--- src/rtl/secb_pkg.sv ---
`timescale 1ns / 1ps

package secb_pkg;

	localparam int unsigned WHEELS    = 4;
	localparam int unsigned OUT_WIDTH = 32;
	localparam int unsigned DIR_WIDTH = 2;
	localparam int unsigned IDX_WIDTH = 2;

	typedef enum logic [1:0] {
		OP_SAMPLE      = 2'd0,
		OP_CLEAR_DELTA = 2'd1,
		OP_CLEAR_TOTAL = 2'd2,
		OP_READ        = 2'd3
	} opcode_t;

	typedef logic signed [DIR_WIDTH-1:0] dir_t;

	localparam dir_t DIR_FWD = 2'sb01;
	localparam dir_t DIR_REV = 2'sb11;
	localparam dir_t DIR_SAT = 2'sb10;

	// saturate the out-of-range pattern to -1
	function automatic dir_t decode_dir(input logic [DIR_WIDTH-1:0] bits);
		dir_t d;
		d = dir_t'(bits);
		if (d == DIR_SAT) begin
			d = DIR_REV;
		end
		return d;
	endfunction

endpackage

--- src/rtl/signed_edge_counter_bank_unit.sv ---
`timescale 1ns / 1ps

// Bank of four single-channel wheel encoder pulse counters. Each item either
// samples the four encoder lines (a rising edge adds the wheel's direction,
// -1, 0 or +1, to its delta and total counters), reads and clears the deltas,
// clears the totals, or only reads; the first sample after reset only loads
// the line levels. Each item returns one result holding all eight counters as
// they stood before the item, sign-extended or cut to 32 bits. One item is
// accepted every cycle unless a held, stalled result blocks the input; an item
// is held in the input register while the edge detect and counter add run,
// and the result register takes the counters once it is free. Direction
// registers may be written only while idle.
module signed_edge_counter_bank_unit #(
	parameter int unsigned COUNT_WIDTH = 32
) (
	input  logic                                     clk,
	input  logic                                     arst_n,
	input  logic                                     in_valid,
	output logic                                     in_stall,
	input  logic [1:0]                               opcode,
	input  logic [3:0]                               pin_levels,
	output logic                                     out_valid,
	input  logic                                     out_stall,
	output logic signed [secb_pkg::OUT_WIDTH-1:0]    delta_wheel0,
	output logic signed [secb_pkg::OUT_WIDTH-1:0]    delta_wheel1,
	output logic signed [secb_pkg::OUT_WIDTH-1:0]    delta_wheel2,
	output logic signed [secb_pkg::OUT_WIDTH-1:0]    delta_wheel3,
	output logic signed [secb_pkg::OUT_WIDTH-1:0]    total_wheel0,
	output logic signed [secb_pkg::OUT_WIDTH-1:0]    total_wheel1,
	output logic signed [secb_pkg::OUT_WIDTH-1:0]    total_wheel2,
	output logic signed [secb_pkg::OUT_WIDTH-1:0]    total_wheel3,
	input  logic                                     cfg_valid,
	output logic                                     cfg_ready,
	input  logic [secb_pkg::IDX_WIDTH-1:0]           cfg_index,
	input  logic [secb_pkg::DIR_WIDTH-1:0]           cfg_data
);

	logic                              valid_s1;
	secb_pkg::opcode_t                 opcode_s1;
	logic [secb_pkg::WHEELS-1:0]       pins_s1;

	logic                              out_valid_q;
	logic [secb_pkg::OUT_WIDTH-1:0]    out_delta_q [secb_pkg::WHEELS];
	logic [secb_pkg::OUT_WIDTH-1:0]    out_total_q [secb_pkg::WHEELS];

	secb_pkg::dir_t                    dir_q       [secb_pkg::WHEELS];
	logic [secb_pkg::WHEELS-1:0]       prev_q;
	logic                              primed_q;
	logic [COUNT_WIDTH-1:0]            delta_q     [secb_pkg::WHEELS];
	logic [COUNT_WIDTH-1:0]            total_q     [secb_pkg::WHEELS];
	logic [COUNT_WIDTH-1:0]            delta_d     [secb_pkg::WHEELS];
	logic [COUNT_WIDTH-1:0]            total_d     [secb_pkg::WHEELS];

	logic                              adv;
	logic                              cfg_wr;

	assign adv       = valid_s1 && (!out_valid_q || !out_stall);
	assign in_stall  = valid_s1 && !adv;
	assign cfg_ready = 1'b1;
	assign cfg_wr    = cfg_valid && cfg_ready;

	// input register
	always_ff @(posedge clk or negedge arst_n) begin
		if (!arst_n) begin
			valid_s1 <= 1'b0;
		end else if (!in_stall) begin
			valid_s1 <= in_valid;
		end
	end

	always_ff @(posedge clk) begin
		if (in_valid && !in_stall) begin
			opcode_s1 <= secb_pkg::opcode_t'(opcode);
			pins_s1   <= pin_levels;
		end
	end

	// counter update
	always_comb begin
		logic [COUNT_WIDTH-1:0] step;
		logic                   rise;
		for (int w = 0; w < secb_pkg::WHEELS; w++) begin
			step       = COUNT_WIDTH'(dir_q[w]);
			rise       = pins_s1[w] && !prev_q[w];
			delta_d[w] = delta_q[w];
			total_d[w] = total_q[w];
			case (opcode_s1)
				secb_pkg::OP_SAMPLE: begin
					if (primed_q && rise) begin
						delta_d[w] = delta_q[w] + step;
						total_d[w] = total_q[w] + step;
					end
				end
				secb_pkg::OP_CLEAR_DELTA: begin
					delta_d[w] = '0;
				end
				secb_pkg::OP_CLEAR_TOTAL: begin
					total_d[w] = '0;
				end
				default: begin
				end
			endcase
		end
	end

	always_ff @(posedge clk or negedge arst_n) begin
		if (!arst_n) begin
			prev_q   <= '0;
			primed_q <= 1'b0;
			for (int w = 0; w < secb_pkg::WHEELS; w++) begin
				delta_q[w] <= '0;
				total_q[w] <= '0;
				dir_q[w]   <= secb_pkg::DIR_FWD;
			end
		end else begin
			if (adv) begin
				for (int w = 0; w < secb_pkg::WHEELS; w++) begin
					delta_q[w] <= delta_d[w];
					total_q[w] <= total_d[w];
				end
				if (opcode_s1 == secb_pkg::OP_SAMPLE) begin
					prev_q   <= pins_s1;
					primed_q <= 1'b1;
				end
			end
			if (cfg_wr) begin
				dir_q[cfg_index] <= secb_pkg::decode_dir(cfg_data);
			end
		end
	end

	// result register
	always_ff @(posedge clk or negedge arst_n) begin
		if (!arst_n) begin
			out_valid_q <= 1'b0;
		end else if (adv) begin
			out_valid_q <= 1'b1;
		end else if (!out_stall) begin
			out_valid_q <= 1'b0;
		end
	end

	always_ff @(posedge clk) begin
		if (adv) begin
			for (int w = 0; w < secb_pkg::WHEELS; w++) begin
				out_delta_q[w] <= secb_pkg::OUT_WIDTH'($signed(delta_q[w]));
				out_total_q[w] <= secb_pkg::OUT_WIDTH'($signed(total_q[w]));
			end
		end
	end

	assign out_valid    = out_valid_q;
	assign delta_wheel0 = out_delta_q[0];
	assign delta_wheel1 = out_delta_q[1];
	assign delta_wheel2 = out_delta_q[2];
	assign delta_wheel3 = out_delta_q[3];
	assign total_wheel0 = out_total_q[0];
	assign total_wheel1 = out_total_q[1];
	assign total_wheel2 = out_total_q[2];
	assign total_wheel3 = out_total_q[3];

`ifndef SYNTHESIS
	a_clear_delta: assert property (@(posedge clk) disable iff (!arst_n)
		adv && opcode_s1 == secb_pkg::OP_CLEAR_DELTA |=>
			delta_q[0] == '0 && delta_q[1] == '0 && delta_q[2] == '0 && delta_q[3] == '0)
		else $error("delta counters not cleared");

	a_clear_total: assert property (@(posedge clk) disable iff (!arst_n)
		adv && opcode_s1 == secb_pkg::OP_CLEAR_TOTAL |=>
			total_q[0] == '0 && total_q[1] == '0 && total_q[2] == '0 && total_q[3] == '0)
		else $error("total counters not cleared");

	a_read_only: assert property (@(posedge clk) disable iff (!arst_n)
		adv && opcode_s1 == secb_pkg::OP_READ |=>
			$stable(delta_q[0]) && $stable(total_q[0]) && $stable(prev_q) && $stable(primed_q))
		else $error("read-only item changed state");

	a_stall_cause: assert property (@(posedge clk) disable iff (!arst_n)
		in_stall |-> valid_s1 && out_valid_q && out_stall)
		else $error("input stalled without a blocked result");

	a_primed_rise: assert property (@(posedge clk) disable iff (!arst_n)
		$rose(primed_q) |-> $past(adv && opcode_s1 == secb_pkg::OP_SAMPLE))
		else $error("primed set without a sample item");
`endif

endmodule

--- config.mk ---
export PLATFORM = sky130hd
export DESIGN_NAME = signed_edge_counter_bank_unit
export DESIGN_NICKNAME = d
export VERILOG_FILES = /design/src/rtl/secb_pkg.sv /design/src/rtl/signed_edge_counter_bank_unit.sv
export SDC_FILE = /design/constraint.sdc
export NUM_CORES = 1
export LEC_CHECK = 0
export ABC_AREA = 0
export BUFFER_PORTS_ARGS = -buffer_cell sky130_fd_sc_hd__buf_2
export CORE_UTILIZATION = 50
export DETAILED_ROUTE_END_ITERATION = 7
export HOLD_SLACK_MARGIN = 0.03
export PLACE_DENSITY = 0.69
export SLEW_MARGIN = 15
export SYNTH_ARGS = -nofsm -noshare
export SYNTH_HDL_FRONTEND = slang
export SYNTH_SLANG_ARGS = --single-unit
--- constraint.sdc ---
create_clock -name clk -period 19.2 [get_ports clk]
set_input_delay 3.84 -clock clk [delete_from_list [all_inputs] [get_ports clk]]
set_output_delay 3.84 -clock clk [all_outputs]
set_load 0.01 [all_outputs]
==> summary.md <==
| Metric | Value |
|---|---|
| Status | `finished, violations left` |
| Violated checks | `DRC` |
| Internal power | `~0.0028 W` |
| DIE AREA | `approximately 0.06 mm^2` |
| Clock power share | `26.1%` |
| EDFF count, synth | `approximately 260` |
| Vias | `23,200` |
| Grt met1 use | `between 30% and 40%` |
| Avg Synthesized Cell Area | `10.4 um^2` |
| CP Data Arrival Time | `between 4 and 5 ns` |
| Synth cell types | `81` |
| Die X | `approximately 250 um` |
| Top FF cell, synth | `dfrtp_1` |
| RSZ-0062 raised after global routing | `false` |
| Drt first-iter violations | `1,253` |
| GRT met2 Usage | `between 30% and 40%` |
| Reg2Reg Depth | `13` |
| Mapped Area | `0.0302 mm^2` |
| Final Skew | `0.0216 ns` |
| Crit path time final | `a little over 8 ns` |
| Number of buffers created by CTS | `between 50 and 60` |
| Number of remaining DRC errors | `10` |
| Max-Cap Viols | `0` |
| Critical path class | `primary input to primary output` |
| Lkg Pwr | `roughly 16 nW` |
| Final core occ | `just under 60%` |
| Starting Density | `~51%` |
| # clock sinks | `533` |
| Gr usage total | `between 20% and 30%` |
| Gate Count Post-Synth | `around 2,900` |
| Final TNS setup | `0 ns` |
| Routability cong. | `0.910` |
| Worst r2r dst | `total_q[60]` |
| Worst Setup EP | `in_stall` |
| Switch share | `35.4%` |
| Std cell rows | `89` |
| Yosys warns | `0` |
| Antenna violations before repair | `5` |
| Critical path origin | `out_stall` |
| Critical path's largest stage delay | `0.13 ns` |
| GR Util met3 | `3.88%` |
| Io pins | `between 200 and 300` |
| Drt via density | `roughly 5.8` |
| CP max FO | `3` |
| Port Buffer Count | `approximately 270` |
| CTS tree | `yes` |
| Slowest-stage cell, CP | `buf_2` |
| Layout cells sized above 1 | `~14%` |
| DIE HEIGHT | `between 200 and 250 um` |
| CP startpoint kind | `primary input` |
| RR Startpoint | `dir_q[3]` |
| FF-to-FF setup slack | `about 14 ns` |
| Combinational Power Share | `36.4%` |
| Hold Path Class | `flip-flop to flip-flop` |
| Final wirelength | `71.2 mm` |
| DP HPWL | `48.7 mm` |
| Avg WL per Cell | `approximately 18 um` |
| Synthesis-to-layout area growth | `14.0%` |
| Net Count, Synth | `~3,200` |
| Layout Nets | `between 3,000 and 4,000` |
| Grt ovf | `0` |
| Vias in the first global route | `22,900` |
| Router iterations before antenna repair | `7` |
| Gr busiest metal | `met2` |
| Critical Path, Cell by Cell | `buf_2, nand3_1, inv_1, buf_2` |
| PwrDens | `about 130 mW/mm^2` |
| Hold Path Origin | `delta_q[73]` |
| Clock Path Buffers | `3` |
| Register area share after synthesis | `~49%` |
| CP endpoint kind | `primary output` |
| Peak supply drop | `70.1 uV` |
| Number of setup buffers added after CTS | `0` |
| Worst-path clk slew | `around 0.060 ns` |
| Post-synth ARST share | `around half` |
| Antenna Cells | `0` |
| Number of routed nets with antenna violations | `0` |
| Synth Register Bits | `between 500 and 600` |
| Max transition margin | `between 20% and 30%` |
| Htree depth | `2` |
| Register share of total power | `a little under two fifths` |
| Hold Vio Cnt, Final | `0` |
| Final Cycle Share | `42.0%` |
| Critical Path RT | `roughly 15 ns` |
| Fill count | `4,970` |
| CTS resizes | `0` |
| Finish-stage setup viols | `0` |
| Clk_lat worst skew | `between 0.6 and 0.7 ns` |
| Largest net degree at the start of global routing | `132` |
| Clock Tree Root | `clkbuf_16` |
| CP dominant cell by count | `buf_2` |
| First-pass GRT wire length | `115 mm` |
| Core ar. | `roughly 0.06 mm^2` |
| Max Fclk | `about 0.12 GHz` |
| Net Sw Power | `0.00156 W` |
| Hold_buf cts | `0` |
| Worst-Margin Slew | `1.18 ns` |
| Max Slew Vio Count | `0` |
==> routing by layer <==
layer	vias to the layer above	part of all wire, %	wire [um]
met5	-	0.087	62
met4	10	2.9	2050
met3	133	4.9	3490
met2	500	47	33700
met1	11200	45	31800
li1	11300	-	-
==> placed cells by master, fill, tap and decap left out, drive strengths merged, types with 12 or more instances in the layout <==
cell type and n:
a211oi 32, a21o 134, a21oi 223, a22o 23, a31oi 27, and2 14, and3 36, buf 295
clkbuf 73, clkinv 19, dfrtp 267, edfxtp 262, ha 248, inv 80, nand2 352, nand2b 35
nand3 54, nand4 21, nor2 100, nor2b 37, nor3 29, nor3b 17, o211ai 14, o21a 29
o21ai 323, o21bai 38, o31ai 29, o41ai 12, or3 14, xnor2 90, xor2 103
==> kinds of logic after synthesis <==
group	after synthesis	share of synthesized area [%]
fa+ha+maj	256	10.8
other cells	1	0.0124
xor+xnor	193	5.60
buf+inv	162	2.03
simple gates	756	11.9
flops	533	48.5
compound gates	985	20.6
mux	15	0.531
==> area by class of cell <==
type                            count  area (um^2)  share of cell area, %
Multi-Input combinational cell   2206        15000                   43.5
Sequential cell                   533        14700                   42.6
Timing Repair Buffer              295         1540                   4.49
Clock buffer                       73         1540                   4.46
Tap cell                          773          967                   2.81
Clock inverter                     32          419                   1.22
Inverter                           82          315                  0.916
==> state kept, by name, summed over array words and instances, names as in the netlist, 2 cells and up <==
register     count
delta_q        128
out_delta_q    128
out_total_q    128
total_q        128
dir_q            8
pins_s1          4
prev_q           4
opcode_s1        2
==> stage by stage <==
step | std cells | cell area (um^2) | hold slack, ns | total power, W | setup slack [ns]
after floorplan | 2901 | 30200 | 0.440 | 0.00284 | 9.63
after global placement | 3889 | 32500 | 0.459 | 0.00319 | 11.12
after detailed placement | 3889 | 32500 | 0.462 | 0.00326 | 11.13
after CTS | 3994 | 34400 | 0.478 | 0.00442 | 11.13
after global routing | 3994 | 34400 | 0.488 | 0.00470 | 11.09
final | 3994 | 34400 | 0.477 | 0.00440 | 11.13
==> critical path: cells and delay by family <==
family	cells	cell delay (ns)
AND/OR/NAND/NOR	1	0.10
buffers and inverters	3	0.28
==> cell usage after synthesis (22+ instances only) <==
master	n	area share, %
nand2_1	352	4.4
o21ai_0	301	5.0
dfrtp_1	267	22
edfxtp_1	262	26
ha_1	248	10
a21oi_1	223	3.7
a21o_1	134	3.3
xor2_1	103	3.0
nor2_1	100	1.2
xnor2_1	90	2.6
inv_1	79	0.98
clkbuf_1	77	0.96
nand3_1	54	0.90
o21bai_1	38	0.94
nor2b_1	37	0.77
and3_1	36	0.75
nand2b_1	35	0.73
a211oi_1	31	0.77
o21a_1	29	0.72
nor3_1	28	0.46
a31oi_1	27	0.56
o31ai_1	27	0.67
a22o_1	23	0.67
o21ai_1	22	0.36
==> worst min-delay path by stage <==
stage,endpoint,cells past startpoint
6_report,out_delta_q[1][9],0
5_1_grt,out_total_q[1][28],0
4_1_cts,out_total_q[0][14],0
3_5_place_dp,out_delta_q[0][31],0
3_3_place_gp,out_total_q[0][31],0
2_1_floorplan,out_total_q[3][31],0
==> power groups by stage <==
| stage | Sequential [W] | Combinational [W] | Clock [W] |
|---|---|---|---|
| finish | 0.00165 | 0.00160 | 0.00115 |
| CTS | 0.00166 | 0.00160 | 0.00117 |
| floorplan | 0.00168 | 0.00116 | 0 |
| global route | 0.00168 | 0.00181 | 0.00121 |
| detailed placement | 0.00168 | 0.00159 | 0 |
| global placement | 0.00167 | 0.00153 | 0 |
Power figures use the tool's default switching activity.
